`src/rtl/core/sha256_pkg.sv`:
```
`default_nettype none
package sha256_pkg;
	localparam int unsigned QueueDepth = 4;
	localparam int unsigned RoundCount = 64;

	// one classified item travelling from the front to the back
	typedef struct packed {
		logic       finish;
		logic [7:0] data;
	} cmd_t;

	localparam logic [31:0] ROUND_K [64] = '{
		32'h428a2f98, 32'h71374491, 32'hb5c0fbcf, 32'he9b5dba5,
		32'h3956c25b, 32'h59f111f1, 32'h923f82a4, 32'hab1c5ed5,
		32'hd807aa98, 32'h12835b01, 32'h243185be, 32'h550c7dc3,
		32'h72be5d74, 32'h80deb1fe, 32'h9bdc06a7, 32'hc19bf174,
		32'he49b69c1, 32'hefbe4786, 32'h0fc19dc6, 32'h240ca1cc,
		32'h2de92c6f, 32'h4a7484aa, 32'h5cb0a9dc, 32'h76f988da,
		32'h983e5152, 32'ha831c66d, 32'hb00327c8, 32'hbf597fc7,
		32'hc6e00bf3, 32'hd5a79147, 32'h06ca6351, 32'h14292967,
		32'h27b70a85, 32'h2e1b2138, 32'h4d2c6dfc, 32'h53380d13,
		32'h650a7354, 32'h766a0abb, 32'h81c2c92e, 32'h92722c85,
		32'ha2bfe8a1, 32'ha81a664b, 32'hc24b8b70, 32'hc76c51a3,
		32'hd192e819, 32'hd6990624, 32'hf40e3585, 32'h106aa070,
		32'h19a4c116, 32'h1e376c08, 32'h2748774c, 32'h34b0bcb5,
		32'h391c0cb3, 32'h4ed8aa4a, 32'h5b9cca4f, 32'h682e6ff3,
		32'h748f82ee, 32'h78a5636f, 32'h84c87814, 32'h8cc70208,
		32'h90befffa, 32'ha4506ceb, 32'hbef9a3f7, 32'hc67178f2
	};

	localparam logic [31:0] START_H [8] = '{
		32'h6a09e667, 32'hbb67ae85, 32'h3c6ef372, 32'ha54ff53a,
		32'h510e527f, 32'h9b05688c, 32'h1f83d9ab, 32'h5be0cd19
	};

	function automatic logic [31:0] rotr(input logic [31:0] x, input int unsigned n);
		return (x >> n) | (x << (32 - n));
	endfunction
endpackage
`default_nettype wire

```
`src/rtl/core/sha256_queue.sv`:
```
`default_nettype none
// Front end: takes input transfers and queues them as commands for the back end
module sha256_queue
	import sha256_pkg::*;
#(
	parameter int unsigned DEPTH = QueueDepth
) (
	input  wire logic       clk,
	input  wire logic       arst_n,
	input  wire logic       valid,
	output logic            ready,
	input  wire logic       mode,
	input  wire logic [7:0] byte_value,
	output logic            cmd_valid,
	input  wire logic       cmd_ready,
	output cmd_t            cmd
);
	localparam int unsigned AW = (DEPTH > 1) ? $clog2(DEPTH) : 1;

	cmd_t            mem_q [DEPTH];
	logic [AW-1:0]   wr_q, rd_q;
	logic [AW:0]     cnt_q;
	logic            push, pop;

	assign ready     = (cnt_q != (AW+1)'(DEPTH));
	assign cmd_valid = (cnt_q != '0);
	assign cmd       = mem_q[rd_q];
	assign push      = valid && ready;
	assign pop       = cmd_valid && cmd_ready;

	always_ff @(posedge clk) begin
		if (push) begin
			mem_q[wr_q] <= '{finish: mode, data: byte_value};
		end
	end

	// pointers wrap at the depth
	always_ff @(posedge clk or negedge arst_n) begin
		if (!arst_n) begin
			wr_q  <= '0;
			rd_q  <= '0;
			cnt_q <= '0;
		end else begin
			if (push) wr_q <= (wr_q == AW'(DEPTH - 1)) ? '0 : wr_q + 1'b1;
			if (pop)  rd_q <= (rd_q == AW'(DEPTH - 1)) ? '0 : rd_q + 1'b1;
			cnt_q <= cnt_q + (AW+1)'(push) - (AW+1)'(pop);
		end
	end
endmodule
`default_nettype wire

```
`src/rtl/core/sha256_engine.sv`:
```
`default_nettype none
// Back end: block buffer, padding, 64-round compression and digest output
module sha256_engine
	import sha256_pkg::*;
(
	input  wire logic        clk,
	input  wire logic        arst_n,
	input  wire logic        cmd_valid,
	output logic             cmd_ready,
	input  cmd_t             cmd,
	output logic             out_valid,
	input  wire logic        out_ready,
	output logic [31:0]      digest_word,
	output logic [2:0]       word_index,
	output logic             last_word
);
	typedef enum logic [5:0] {
		S_IDLE  = 6'b000001,
		S_PAD   = 6'b000010,
		S_LOAD  = 6'b000100,
		S_ROUND = 6'b001000,
		S_ADD   = 6'b010000,
		S_OUT   = 6'b100000
	} state_t;

	state_t       state_q;
	logic [31:0]  buf_q [16];  // block buffer as 16 big-endian words
	logic [31:0]  h_q [8];
	logic [31:0]  v_q [8];
	logic [31:0]  w_q [16];
	logic [5:0]   fill_q;
	logic [60:0]  len_q;
	logic [5:0]   rnd_q;
	logic         fin_q;     // compressing the final block
	logic         two_q;     // a second padding block follows
	logic [2:0]   idx_q;
	logic [63:0]  bits;

	// one round of the compression, schedule taken from the 16-word window
	logic [31:0]  wt, w15, w2, t1, t2, e, a;
	logic [3:0]   ri;

	assign ri  = rnd_q[3:0];
	assign w15 = w_q[ri + 4'd1];
	assign w2  = w_q[ri + 4'd14];
	assign e   = v_q[4];
	assign a   = v_q[0];
	assign bits = {len_q, 3'b000};

	always_comb begin
		if (rnd_q < 6'd16) begin
			wt = buf_q[ri];
		end else begin
			wt = w_q[ri] + (rotr(w15, 7) ^ rotr(w15, 18) ^ (w15 >> 3)) + w_q[ri + 4'd9]
				+ (rotr(w2, 17) ^ rotr(w2, 19) ^ (w2 >> 10));
		end
		t1 = v_q[7] + (rotr(e, 6) ^ rotr(e, 11) ^ rotr(e, 25)) + ((e & v_q[5]) ^ (~e & v_q[6]))
			+ ROUND_K[rnd_q] + wt;
		t2 = (rotr(a, 2) ^ rotr(a, 13) ^ rotr(a, 22)) + ((a & v_q[1]) ^ (a & v_q[2]) ^ (v_q[1] & v_q[2]));
	end

	assign cmd_ready   = (state_q == S_IDLE);
	assign out_valid   = (state_q == S_OUT);
	assign digest_word = h_q[idx_q];
	assign word_index  = idx_q;
	assign last_word   = (idx_q == 3'd7);

	always_ff @(posedge clk or negedge arst_n) begin
		if (!arst_n) begin
			state_q <= S_IDLE;
			fill_q  <= '0;
			len_q   <= '0;
			rnd_q   <= '0;
			fin_q   <= 1'b0;
			two_q   <= 1'b0;
			idx_q   <= '0;
			for (int i = 0; i < 8; i++) h_q[i] <= START_H[i];
		end else begin
			unique case (state_q)
				S_IDLE: begin
					if (cmd_valid) begin
						if (!cmd.finish) begin
							buf_q[fill_q[5:2]][{~fill_q[1:0], 3'b000} +: 8] <= cmd.data;
							fill_q        <= fill_q + 6'd1;
							len_q         <= len_q + 61'd1;
							fin_q         <= 1'b0;
							if (fill_q == 6'd63) state_q <= S_LOAD;
						end else begin
							buf_q[fill_q[5:2]][{~fill_q[1:0], 3'b000} +: 8] <= 8'h80;
							fill_q        <= fill_q + 6'd1;
							two_q         <= (fill_q >= 6'd56);
							state_q       <= S_PAD;
						end
					end
				end
				// zero one byte per cycle; length goes into bytes 56..63
				S_PAD: begin
					if (fill_q == 6'd0) begin
						fin_q   <= !two_q;
						state_q <= S_LOAD;
					end else if (!two_q && fill_q >= 6'd56) begin
						buf_q[fill_q[5:2]][{~fill_q[1:0], 3'b000} +: 8] <=
							bits[8*(63 - fill_q) +: 8];
						fill_q        <= fill_q + 6'd1;
					end else begin
						buf_q[fill_q[5:2]][{~fill_q[1:0], 3'b000} +: 8] <= 8'h00;
						fill_q        <= fill_q + 6'd1;
					end
				end
				S_LOAD: begin
					for (int i = 0; i < 8; i++) v_q[i] <= h_q[i];
					rnd_q   <= '0;
					state_q <= S_ROUND;
				end
				S_ROUND: begin
					w_q[ri] <= wt;
					v_q[7] <= v_q[6]; v_q[6] <= v_q[5]; v_q[5] <= v_q[4];
					v_q[4] <= v_q[3] + t1;
					v_q[3] <= v_q[2]; v_q[2] <= v_q[1]; v_q[1] <= v_q[0];
					v_q[0] <= t1 + t2;
					rnd_q  <= rnd_q + 6'd1;
					if (rnd_q == 6'(RoundCount - 1)) state_q <= S_ADD;
				end
				S_ADD: begin
					for (int i = 0; i < 8; i++) h_q[i] <= h_q[i] + v_q[i];
					if (fin_q) begin
						idx_q   <= '0;
						state_q <= S_OUT;
					end else if (two_q) begin
						// second padding block: byte 0 zeroed here, rest in S_PAD
						buf_q[0][31:24] <= 8'h00;
						fill_q  <= 6'd1;
						two_q   <= 1'b0;
						state_q <= S_PAD;
					end else begin
						state_q <= S_IDLE;
					end
				end
				S_OUT: begin
					if (out_ready) begin
						idx_q <= idx_q + 3'd1;
						if (idx_q == 3'd7) begin
							for (int i = 0; i < 8; i++) h_q[i] <= START_H[i];
							len_q   <= '0;
							fill_q  <= '0;
							fin_q   <= 1'b0;
							state_q <= S_IDLE;
						end
					end
				end
				default: state_q <= S_IDLE;
			endcase
		end
	end
endmodule
`default_nettype wire

```
`src/rtl/core/sha256_stream_hasher_core.sv`:
```
`default_nettype none
// SHA-256 over a byte stream. A transfer with mode 0 appends byte_value to the
// message; mode 1 pads, finishes and returns eight digest words, index 0 first,
// last_word on the eighth, then starts a fresh message. A short command queue
// takes bytes while the back end works. The back end takes one byte per cycle
// when idle and, on the 64th byte of a block, compresses it in its single shared round
// unit (one round per cycle). A finish writes the 0x80 byte, then pads the rest of the
// block a byte at a time, with the bit length in bytes 56..63; when the length does not
// fit, a second padding block follows the first compression. Then come one or two
// compressions and eight output transfers.
module sha256_stream_hasher_core
	import sha256_pkg::*;
#(
	parameter int unsigned QUEUE_DEPTH = QueueDepth
) (
	input  wire logic        clk,
	input  wire logic        arst_n,
	input  wire logic        in_valid,
	output logic             in_ready,
	input  wire logic        mode,
	input  wire logic [7:0]  byte_value,
	output logic             out_valid,
	input  wire logic        out_ready,
	output logic [31:0]      digest_word,
	output logic [2:0]       word_index,
	output logic             last_word
);
	cmd_t cmd;
	logic cmd_valid, cmd_ready;

	sha256_queue #(.DEPTH(QUEUE_DEPTH)) u_queue (
		.clk, .arst_n, .valid(in_valid), .ready(in_ready), .mode, .byte_value,
		.cmd_valid, .cmd_ready, .cmd
	);

	sha256_engine u_engine (
		.clk, .arst_n, .cmd_valid, .cmd_ready, .cmd,
		.out_valid, .out_ready, .digest_word, .word_index, .last_word
	);
endmodule
`default_nettype wire

```
`config.mk`:
```
export PLATFORM = sky130hd
export DESIGN_NAME = sha256_stream_hasher_core
export DESIGN_NICKNAME = d
export VERILOG_FILES = /design/src/rtl/core/sha256_pkg.sv /design/src/rtl/core/sha256_queue.sv /design/src/rtl/core/sha256_engine.sv /design/src/rtl/core/sha256_stream_hasher_core.sv
export SDC_FILE = /design/constraint.sdc
export NUM_CORES = 2
export LEC_CHECK = 0
export BUFFER_PORTS_ARGS = -buffer_cell sky130_fd_sc_hd__clkbuf_2
export CAP_MARGIN = 40
export CELL_PAD_IN_SITES_DETAIL_PLACEMENT = 0
export CELL_PAD_IN_SITES_GLOBAL_PLACEMENT = 1
export CORE_MARGIN = 5
export CORE_UTILIZATION = 49
export DETAILED_ROUTE_END_ITERATION = 8
export GPL_TIMING_DRIVEN = 0
export HOLD_SLACK_MARGIN = 0.12
export PLACE_DENSITY = 0.81
export SLEW_MARGIN = 0
export SYNTH_ARGS = -nofsm -noshare
export SYNTH_HDL_FRONTEND = slang
export SYNTH_SLANG_ARGS = --single-unit
export TNS_END_PERCENT = 5
```
`constraint.sdc`:
```
create_clock -name clk -period 14.3 [get_ports clk]
set_clock_uncertainty 0.15 [all_clocks]
set_input_delay 4.29 -clock clk [delete_from_list [all_inputs] [get_ports clk]]
set_output_delay 4.29 -clock clk [all_outputs]
set_load 0.05 [all_outputs]
```
-- Yosys cells after proc, flatten, opt, wreduce, memory -nomap -nowiden
Memories as Yosys holds them, arrays and structs flattened.
Cells that the tools add are included.
- flip-flop bits (word level): 347
- output and inout port bits: 38
- memories: 5
- ROM bits: 2048
- bits in latches: 0
- bits in writable memories: 1316
- div/mod/pow operators: 0
- $mul: 0
- add/sub/neg operators: 31
- reductions and logical operators: 27
- mux-type cells: 180
- equality and inequality tests: 24
- bitwise gates (word level): 134
- shift operators: 6
- $lt $le $gt $ge: 4
- memory list (name ; depth ; width ; read ports ; clocked after Yosys merged registers in ; write ports ; RTL line ; text):
    (name not given) ; 64 ; 32 ; 1 ; 0 ; 0 ; sha256_engine.sv:58 ; + ROUND_K[rnd_q] + wt;
    u_engine.buf_q ; 16 ; 32 ; 1 ; 0 ; 1 ; sha256_engine.sv:27 ; logic [31:0] buf_q [16];
    u_engine.w_q ; 16 ; 32 ; 4 ; 0 ; 1 ; sha256_engine.sv:30 ; logic [31:0] w_q [16];
    u_engine.v_q ; 8 ; 32 ; 8 ; 0 ; 8 ; sha256_engine.sv:29 ; logic [31:0] v_q [8];
    u_queue.mem_q ; 4 ; 9 ; 1 ; 0 ; 1 ; sha256_queue.sv:20 ; cmd_t mem_q [DEPTH];
- operators by type and width (kind ; number):
    32-bit two-way mux ; 19
    32-bit adder ; 18
    256-bit two-way mux ; 2
    256-bit case mux with 2 select lines ; 1
    32-bit bitwise XOR ; 9
    61-bit two-way mux ; 4
    32-bit bitwise AND ; 5
    1-bit two-way mux ; 126
    61-bit case mux with 2 select lines ; 1
    1-bit OR ; 104
    32-bit binary-select mux with 3-bit select ; 1
    6-bit two-way mux ; 14
    64-bit by 33-bit variable part select with 8-bit output ; 1
    8-bit by 7-bit variable part select with 32-bit output ; 2
    8-bit by 7-bit variable part select with 32-bit output (first input constant) ; 2
    61-bit by 1-bit adder with 61-bit output (second input constant) ; 1
    6-bit case mux with 6 select lines ; 1
    32-bit inverter ; 1
    10-bit by 32-bit OR with 32-bit output ; 1
    13-bit by 32-bit OR with 32-bit output ; 1
    14-bit by 32-bit OR with 32-bit output ; 1
    15-bit by 32-bit OR with 32-bit output ; 1
    19-bit by 32-bit OR with 32-bit output ; 1
    21-bit by 32-bit OR with 32-bit output ; 1
    other kinds (55) ; 88

-- Depth between registers and ports, before layout
An unclocked memory read counts as a cell.
- word-level depth: 12
- mapped depth: 55
- gate-level depth less buffers: 48

-- Modules after synthesis
A second synthesis with hierarchy kept.
- cell total of the unflattened synthesis: 8561
- area total of the unflattened synthesis: 103998.5 um2
- by module, submodules not included (module ; cells each ; instances ; seq. area each (um2) ; area an instance (um2)):
    sha256_engine ; 8471 ; 1 ; 47116.4 ; 102219.3
    sha256_queue ; 90 ; 1 ; 1256.2 ; 1779.2

-- Least setup slack after synthesis
OpenSTA, ideal clock, no wires.
- path kind: register to register
- start point: reg u_engine.rnd_q[2]
- end point: mem u_engine.v_q[0][30], data pin
- setup time: 0.267 ns
- arrival time: 13.300 ns
- setup slack: 0.583 ns
- stages on the path, launching flop included: 49
- cells stage by stage: dfrtp_1 > clkbuf_1 > buf_1 > inv_1 > clkbuf_1 > ha_1 > buf_2 > buf_1 > clkbuf_1 > clkbuf_1 > buf_1 > mux4_2 > fa_1 > inv_1 > fa_1 > inv_1 > ha_1 > a21o_1 > [... 13 more ...] > a2111oi_0 > or2_2 > nor2_1 > nor3_1 > xnor2_1 > fa_1 > ha_1 > a21o_1 > a21o_1 > a21o_1 > a21o_1 > a21o_1 > a21oi_1 > a31oi_1 > or4_1 > a31oi_1 > xor2_1 > o21ai_0
- RTL lines (what ; RTL line ; text):
    from (decl) ; sha256_engine.sv:33 ; logic [5:0] rnd_q;
    from (signal assigned) ; sha256_engine.sv:121 ; rnd_q <= rnd_q + 6'd1;
    to (decl) ; sha256_engine.sv:29 ;

==> metrics.sh <==
DPL-INSTANCE-AREA_MM2=0.112
PATH_CLK_SLEW_PS=60
CTS_HOLD_REPAIR.BUFFERS=0
SLEW_HEADROOM_PCT=29.2
CRIT_PATH_CELL_COUNT=51
FMAXACHIEVABLE_GHz=0.0710
WORST-ENDPOINT-REQUIRED_PS=14730
NETS=9603
LAYOUTNONFILLERINSTCOUNT=12000
CRITPATHBUFINV=12
GLOBALROUTETOTALUTIL_PCT=39.1
YOSYS_REGISTER_BITS=1663
POST_SYNTH.CELL_AREA_AVG_UM2=12.4
CRIT_PATH_END='u_engine.v_q[0][31]'
DIEAREA_MM2=0.222
GRT_MAX_DEGREE=99
SYNTH.YOSYS.WARNINGS=0
CRITICAL_PATH_PEAK_FANOUT=13
SYNTH_AREA_MM2=0.104
R2R_START='u_engine.rnd_q[0]'
OVERFLOW=0
AREA_GROWTH_PCT=14.4
TYPE_OF_THE_WORST_SETUP_PATH='flop to flop'
FIRST_GLOBAL_VIAS=77500
CHIPHEIGHT_UM=471
HOLD_VIOL=0
HP-CLASS='flop to flop'
WL_MM=442
STATUS='complete, no violations'
ROUTED_WIRE_LENGTH_PER_INSTANCE_UM=36.9
SLEW_VIOLATIONS=0
SYNTH.DISTINCT_CELLS=92
YOSYS.CELL_COUNT.TOP_TYPE='sky130_fd_sc_hd__edfxtp_1'
DRC=0
YOSYS.AREA.TOP_TYPE='sky130_fd_sc_hd__edfxtp_1'
INITIAL_ANTENNA_VIOLATION_COUNT=23
FLOORPLAN.CORE_AREA_MM2=0.212
CRIT_PATH_TOP_DELAY_CELL='sky130_fd_sc_hd__mux4_2'
SETUP_VIOLATIONS=0
SYNTHCELLS=8434
MAX_CAP_VIOL_COUNT=0
CTS_INSERTED_BUFFERS=182
CRIT-REG2REG-CAPTURE='u_engine.v_q[0][31]'
CP-STARTPOINT='u_engine.rnd_q[0]'
DIE_SPAN_X_UM=471
FINALWORSTPATHREQUIREDPERIOD_PS=14080
PATH_COMMON_CELL='sky130_fd_sc_hd__a21o_1'
TOP_LEVEL_PORTS=51
REG2REG_SLACK_PS=220
SYNTH_ENABLE_FLOP_CELLS=1316
CRITPATHMAXSTAGEDELAY_PS=610
YOSYS-TOP-CELLS-COUNT='sky130_fd_sc_hd__edfxtp_1, sky130_fd_sc_hd__nand2_1, sky130_fd_sc_hd__mux4_2'
ROWS=169
DRT_PASS1_ITERATIONS=8
SYNTH_FP_NETS=9060
FINAL_CORE_UTIL_PCT=56.3
CLKSINKCOUNT=1663
CLOCKBUFFERDEPTH=3
POSTROUTEANTENNANETS=0
DRC_MARKER_COUNT_FROM_THE_FIRST_DETAILED_ROUTE_ITERATION=13700
PLACEMENT.IO_BUFFERS=50
SYNTH_ASYNC_SR_FLOP_SHARE_PCT=20.9
SORT_OF_ELEMENT_AT_THE_START_OF_THE_CRITICAL_PATH='flop'
PLACED_CELLS_INCL_TAPS=11600
REG2REG_DEPTH=51
CLKLATENCYLATEPIN_PS=880
FINAL.PERIOD_UTILIZATION_PCT=98.5
H-TREE-DEPTH=4
GRT_FIRST_PASS_WIRELENGTH_MM=610
END_KIND='flop'
SYNTH_FF_TYPE='sky130_fd_sc_hd__edfxtp_1'
REPLACE_CONGESTION=1.06
VIA_PER_INST=6.84
CLOCK_TREE_FROM_TRITONCTS='yes'
ARRIVAL_PS=14510
PLACE.DETAILED.HPWL_MM=339
CRIT_FAMILY='adder cells'
LARGEST_CELLS_BY_AREA_AFTER_SYNTHESIS='sky130_fd_sc_hd__edfxtp_1, sky130_fd_sc_hd__mux4_2, sky130_fd_sc_hd__dfrtp_1'
LAYOUT.CELL_AREA.NON_FILLER_MM2=0.119
CLOCK_TREE.ROOT_CELL='sky130_fd_sc_hd__clkbuf_16'
FRACTION_OF_FINAL_LAYOUT_CELLS_SIZED_BEYOND_DRIVE_STRENGTH_1_PCT=19.8
TIGHTEST_SLEW_PS=1050
SYNTH_LARGEST_TYPE_AREA_FRACTION_PCT=37.9
VIAS=81800
INITIAL_CORE_UTIL_PCT=49.2
SYNTH-SEQ-AREA-SHARE_PCT=46.4
## area by class of cell
class	instances	area (um^2)
Sequential cell	1663	48400
Buffer	452	2190
Inverter	406	1540
Clock inverter	123	1510
Timing Repair Buffer	367	4190
Tap cell	2821	3530
Fill cell	17200	92700
Multi-Input combinational cell	5905	53100
Antenna cell	11	27.5
Clock buffer	220	4900
## logic make-up (layout without fill, tap and decap cells)
family,Yosys count,count (layout),synth area share [%]
compound gates,1671,1671,9.99
xor+xnor,605,605,5.10
fa+ha+maj,631,631,8.93
buf+inv,866,1568,3.22
flops,1663,1663,46.4
mux,874,874,17.6
other cells,0,11,0
simple gates,2124,2124,8.82
## state kept, by name (all words and copies together) (netlist names)
name	count
u_engine.fin_q	1
u_queue.mem_q	36
u_engine.fill_q	6
u_queue.cnt_q	3
u_queue.rd_q	2
u_engine.v_q	256
u_engine.buf_q	512
u_queue.wr_q	2
u_engine.w_q	512
u_engine.two_q	1
u_engine.len_q	61
u_engine.state_q	6
u_engine.word_index	3
u_engine.rnd_q	6
u_engine.h_q	256
## timing repair
action | CTS | global route
endpoints found under the setup margin | 48 | 16
pin swaps | 2 | 5
buffers inserted | 7 | 9
gates resized for setup | 105 | 79
## worst reg2reg max path: cells and delay by family (launching register included)
kind | cells | cell delay [ps]
adder cells (fa/ha/maj) | 10 | 4110
multiplexers | 3 | 1260
flip-flops | 1 | 410
XOR/XNOR | 6 | 1380
buffers and inverters | 12 | 2340
AO/OA/AOI/OAI | 17 | 3380
AND/OR/NAND/NOR | 3 | 760
## layer usage
metal | track usage, % | up-vias | routed length [um]
met5 | 0 | - | 112
met4 | 20.5 | 18 | 29000
met3 | 13.6 | 1278 | 62000
met2 | 55.3 | 6570 | 184000
met1 | 53.4 | 41200 | 167000
li1 | - | 32800 | -
## stage by stage
step                 TNS, ps  worst slack, ps  hold slack (ps)
floorplan                  0              583              316
global placement    -7507720            -9360              340
detailed placement   -109170            -4000              349
CTS                        0             11.6              362
global route            -100            -63.5              389
finish                     0              220              357
## cells in the final DEF (no fill, tap or decap), types with 90 or more instances in the layout
cell / Yosys / layout
sky130_fd_sc_hd__xor2_1: 230 / 229
sky130_fd_sc_hd__clkbuf_16: 0 / 189
sky130_fd_sc_hd__ha_1: 417 / 411
sky130_fd_sc_hd__clkbuf_1: 338 / 320
sky130_fd_sc_hd__o21ai_0: 445 / 440
sky130_fd_sc_hd__buf_4: 2 / 119
sky130_fd_sc_hd__buf_6: 2 / 90
sky130_fd_sc_hd__edfxtp_1: 1316 / 1316
sky130_fd_sc_hd__inv_1: 402 / 401
sky130_fd_sc_hd__mux4_2: 749 / 749
sky130_fd_sc_hd__dfstp_2: 137 / 137
sky130_fd_sc_hd__fa_1: 196 / 196
sky130_fd_sc_hd__a21o_1: 184 / 184
sky130_fd_sc_hd__nand3_1: 94 / 94
sky130_fd_sc_hd__nand2_1: 1022 / 1022
sky130_fd_sc_hd__nor2_1: 556 / 540
sky130_fd_sc_hd__a21oi_1: 490 / 476
sky130_fd_sc_hd__dfrtp_1: 210 / 207
sky130_fd_sc_hd__xnor2_1: 373 / 364
sky130_fd_sc_hd__nor3_1: 101 / 100
## worst min path at each step
stage / slack (ps) / depth (start not counted) / start / endpoint
finish: 360 / 2 / u_engine.h_q[223] / u_engine.h_q[223]
detailed placement: 350 / 2 / u_engine.h_q[223] / u_engine.h_q[223]
global placement: 340 / 1 / u_queue.cnt_q[2] / u_queue.cnt_q[2]
CTS: 360 / 2 / u_engine.h_q[223] / u_engine.h_q[223]
global route: 390 / 2 / u_engine.h_q[223] / u_engine.h_q[223]
floorplan: 320 / 2 / u_engine.h_q[223] / u_engine.h_q[223]
Power is not shown: default switching activity piles up to over one toggle a cycle in this logic, so the estimate is an artifact.
